**src/ppmbp_ram.sv**
```systemverilog
// ============================================================================
// ppmbp_ram
// simple dual-port memory, one write and one registered read per cycle
// ============================================================================
module ppmbp_ram #(
    parameter int W  = 8,
    parameter int AW = 9,
    parameter int D  = 512
) (
    input  logic          i_clk,
    input  logic          i_we,
    input  logic [AW-1:0] i_waddr,
    input  logic [W-1:0]  i_wdata,
    input  logic [AW-1:0] i_raddr,
    output logic [W-1:0]  o_rdata
);
    logic [W-1:0] r_mem [D];
    logic [W-1:0] r_rdata;

    always_ff @(posedge i_clk) begin
        if (i_we) r_mem[i_waddr] <= i_wdata;
    end

    always_ff @(posedge i_clk) begin
        r_rdata <= r_mem[i_raddr];
    end

    assign o_rdata = r_rdata;
endmodule

```
**config.mk**
```make
export PLATFORM = sky130hd
export DESIGN_NAME = ppmbp_ram
export DESIGN_NICKNAME = d
export VERILOG_FILES = /design/src/ppmbp_ram.sv
export SDC_FILE = /design/constraint.sdc
export NUM_CORES = 2
export LEC_CHECK = 0
export BUFFER_PORTS_ARGS = -buffer_cell sky130_fd_sc_hd__buf_2
export CORE_ASPECT_RATIO = 2
export CORE_MARGIN = 2
export CORE_UTILIZATION = 40
export CTS_CLUSTER_DIAMETER = 50
export CTS_CLUSTER_SIZE = 20
export DETAILED_ROUTE_END_ITERATION = 12
export GPL_TIMING_DRIVEN = 1
export PLACE_DENSITY = 0.6
export SLEW_MARGIN = 30
export SYNTH_ARGS = -nofsm -noshare
export SYNTH_HDL_FRONTEND = slang
export SYNTH_SLANG_ARGS = --single-unit
export TNS_END_PERCENT = 100
```
**constraint.sdc**
```tcl
create_clock -name i_clk -period 3.2 [get_ports i_clk]
set_clock_uncertainty 0.1 [all_clocks]
set_input_delay 0.64 -clock i_clk [delete_from_list [all_inputs] [get_ports i_clk]]
set_output_delay 0.64 -clock i_clk [all_outputs]
set_load 0.02 [all_outputs]
```
Word level (Yosys, flattened, before mapping)
Memories as Yosys holds them, arrays and structs flattened. A register that Yosys moved wholly into a read port is not among the register bits.
Cells that the tools add are included.

word-level totals
  register bits = 0
  latch bits = 0
  bits in writable memories = 4,096
  memory bits (read-only) = 0
  input port bits = 28
  word-level logic and storage cells = 3
  memories = 1

cells by class
  add/sub/neg operators = 0
  multipliers = 0
  div/mod/pow operators = 0
  $lt $le $gt $ge = 0
  eq/ne operators = 0
  shift-type cells = 0
  multiplexer cells = 2
  bitwise operators = 0
  reduce and logical (&&, ||, !) cells = 0

memory list
  name   depth  bits a word  read ports  clocked after Yosys merged registers in  wr ports  line  text
  r_mem  512    8            1           1                                        1         17    logic [W-1:0] r_mem [D];

operator list
  cell    count
  $mux 1  2

Depth between registers and ports, before layout
  word-level depth = 2
  depth in mapped cells = 12
  depth with buffers taken out = 7

Worst setup path before layout
No wires, ideal clock.

  kind = input-to-reg
  start point = in i_raddr[0]
  end point = reg r_rdata[0] (netlist: o_rdata[0]) (read register of r_mem)
  setup time = 118 ps
  arrival time = 2,494 ps
  data required time = 2,982 ps
  setup slack = 488 ps
  stages = 10
  path buffers = 4
  path through = buf_4 -> buf_12 -> buf_12 -> buf_2 -> mux4_2 -> o21ai_0 -> nand3_1 -> nand4_1 -> o21ai_0 -> o2111a_1

RTL lines
  item                line  text
  start: declaration  14    input logic [AW-1:0] i_raddr,
  end: declaration    18    logic [W-1:0] r_rdata;

==> metrics.cfg <==
[status]
run_status = finished with violations
violations = negative setup slack

[sta]
worstMarginPinSlew_ns = 0.933
post-route-min-period_ns = 3.21
rsz0062_at_grt = false
fmax_ghz = 0.312
hold_viol_final = 0
post-route-period-util_pct = 100
final-max-slew-violation-count = 0
setup-tns-final_ns = -0.00501
relSlewSlack_pct = 37.6
finalSetupViolCount = 1
finalWorstSetupSlack_ns = -0.00501

[cts]
clk_latency_ns = 0.96
htree_levels = 4
post-cts-setup-buffers = 0
numCtsBuffers = 233
cts_buffer_depth = 4
clk_pin_slew_ns = 0.08
tritoncts = yes
cts_root_buf = clkbuf_16
cts_num_sinks = 4104

[die]
die_area_um2 = 405000
placementRows = 328
die_x_um = 451
start_util_pct = 40.1
io_pins = 36
die_h_um = 898
core_um2 = 398000

[setup_path]
r2r-start = r_mem[176][0]
endpoint_kind = register
crit_type = input port to register
crit_required_ns = 4.00
cp_max_fo = 23
crit_path_start_kind = input port
reg2reg_to = o_rdata[0]
setup.worst_path.end = o_rdata[3]
crit_top_cell = buf_4
crit_path_top_delay_cell = nor4_1
path_cells = buf_12, buf_4, buf_12, buf_12, mux2i_1, o221ai_1, buf_4, o22ai_1, o21ai_0, buf_4, nand4_1, nor4_1, buf_4, o2111a_1
crit_start = i_raddr[0]
rrSetupSlack_ns = 0.16
r2r_cells = 8
worstPathArrival_ns = 4.01
slowest_delay_ns = 0.54

[placed_design]
placed_cells = 14300
port_buffers = 35
place_hpwl_um = 324000
globalplace.congestion = 0.933

[global_route]
antenna_found_initial = 18
grt_start_max_net_pins = 119
grt_pass1_wl_um = 652000
grt_pass1_vias = 88200
grt-ovfl-total = 0
grt_usage_pct = 22.5

[worst_hold_path]
hold_path.class = input port to register

[routing]
drt_wl_total_um = 465000
ant_nets = 0
vias_per_cell = 5.73
wire_per_inst_um = 31.8
drt_iter0_drc = 8005
dr.pass1.iters = 5
drc_errors = 0
num_vias = 83700

[power]
power.density_nw_per_um2 = 522
leakage_nw = 59.5
ir_drop_mv = 0.549

[logic_synthesis]
netlist_area_um2 = 160000
synth.avg_cell_area_um2 = 19.9
synthCells = 8030
synthDistinctLibCells = 51
seq_area_frac_synth_pct = 77.0
ys_seq_elements = 4104
yosysWarnings = 0
synthesis.nets = 8058
ys_async_sr_fraction_pct = 0
ys.flop_type = edfxtp_1
synth_edf_count = 4096

[finish]
layout-drive-gt1-share_pct = 26.3
nets = 9288
area_delta_synth_final_pct = 14.7
fill_cells = 33200
stdcell_count = 14600

[flow_run]
maxCapViolCount = 0

cells in the mapped netlist, drive strengths merged, types with 3 or more instances:
| library cell | n | area, um^2 |
|---|---|---|
| clkbuf | 265 | 995 |
| a22o | 5 | 43.8 |
| nand2 | 111 | 417 |
| a211oi | 17 | 128 |
| mux4 | 654 | 14700 |
| nor2b | 6 | 37.5 |
| o21ai | 119 | 596 |
| nor3b | 8 | 60.1 |
| nor3 | 109 | 546 |
| nand3 | 36 | 180 |
| o41ai | 7 | 61.3 |
| o31ai | 13 | 97.6 |
| o221ai | 372 | 3260 |
| a2111oi | 3 | 26.3 |
| nand4 | 32 | 200 |
| o22ai | 163 | 1020 |
| or3 | 6 | 37.5 |
| o22a | 3 | 26.3 |
| a21oi | 194 | 971 |
| dfxtp | 8 | 160 |
| and3 | 4 | 25.0 |
| nor4 | 36 | 225 |
| o2111a | 8 | 90.1 |
| buf | 248 | 1950 |
| o311ai | 6 | 52.6 |
| edfxtp | 4096 | 123000 |
| and3b | 4 | 35.0 |
| mux2i | 797 | 7980 |
| inv | 3 | 11.3 |
| and2 | 20 | 125 |
| or2 | 5 | 31.3 |
| a22oi | 61 | 458 |
| nor2 | 597 | 2240 |
| nand2b | 4 | 25.0 |
through the flow:
stage	setup WS (ns)	hold slack (ns)	util [%]	cell area, um^2	power (mW)
after CTS	0.122	0.0369	46.0	183000	96.2
final	-0.00501	0.00517	46.0	183000	95.7
after global routing	0.0132	0.0131	46.0	183000	98.0
after detailed placement	-1.11	0.966	44.5	177000	66.9
after floorplan	0.488	0.639	-	160000	63.2
after global placement	-1.51	0.956	44.5	177000	66.8
flip-flops by register name (all words and copies together) (netlist names):
signal	flops
r_mem	4096
o_rdata	8
where the power goes:
part / internal [mW] / switching (mW) / total (mW)
registers: 59.1 / 0.0473 / 59.1
logic: 2.43 / 4.09 / 6.53
clock network: 13.5 / 16.6 / 30.0
worst max-delay path, delay by kind of cell:
kind | cells | cell delay (ns)
and+or+nand+nor | 2 | 0.82
buffers and inverters | 7 | 1.47
AOI/OAI and AO/OA | 4 | 0.90
muxes | 1 | 0.08
per-layer routing:
layer	global-route usage [%]	part of all wire (%)
met1	23.2	33
met2	42.4	55
met3	2.07	4.1
met4	15.8	8.3
met5	0	0.0084
placed cells by master, fill, tap and decap left out, types with 96 or more instances in the layout:
master / instances
a21oi_1: 194
buf_12: 158
buf_4: 1312
clkbuf_16: 237
edfxtp_1: 4096
mux2i_1: 797
mux4_2: 654
nand2_1: 96
nor2_1: 597
nor3_1: 105
o21ai_0: 114
o221ai_1: 371
o22ai_1: 163
worst min-delay path by stage:
stage | from | endpoint | slack [ns] | cells past startpoint
after detailed placement | i_wdata[4] | r_mem[165][4] | 0.97 | 1
after global routing | i_wdata[3] | r_mem[412][3] | 0.01 | 1
after floorplan | i_wdata[0] | r_mem[0][0] | 0.64 | 0
final | i_wdata[3] | r_mem[412][3] | 0.005 | 1
after CTS | i_wdata[1] | r_mem[65][1] | 0.04 | 1
after global placement | i_wdata[4] | r_mem[412][4] | 0.96 | 1
timing repair:
item | in CTS | in global routing
hold endpoints to repair | 13 | 0
hold buffers | 3 | 0
setup endpoints to repair | 1 | 0
resized for setup | 1 | 0
logic make-up (layout without fill, tap and decap cells):
family	after synthesis	count (layout)	synth area share [%]
flip-flops	4104	4104	77.0
multiplexers	1451	1451	14.2
AND/OR/NAND/NOR	980	980	2.63
AO/OA/AOI/OAI	979	979	4.31
buffers and inverters	516	1796	1.85
other	0	10	0
layout make-up:
class | instances | area (um^2) | area share [%]
clock buffers | 273 | 6070 | 3.31
well taps | 5280 | 6610 | 3.60
clock inverters | 12 | 125 | 0.0682
diodes | 10 | 25.0 | 0.0136
multi-input cells | 3410 | 34100 | 18.6
repair buffers | 1508 | 13300 | 7.28
inverters | 3 | 20.0 | 0.0109
flip-flops and latches | 4104 | 123000 | 67.1
No activity file was read; power rests on OpenSTA's default activity.
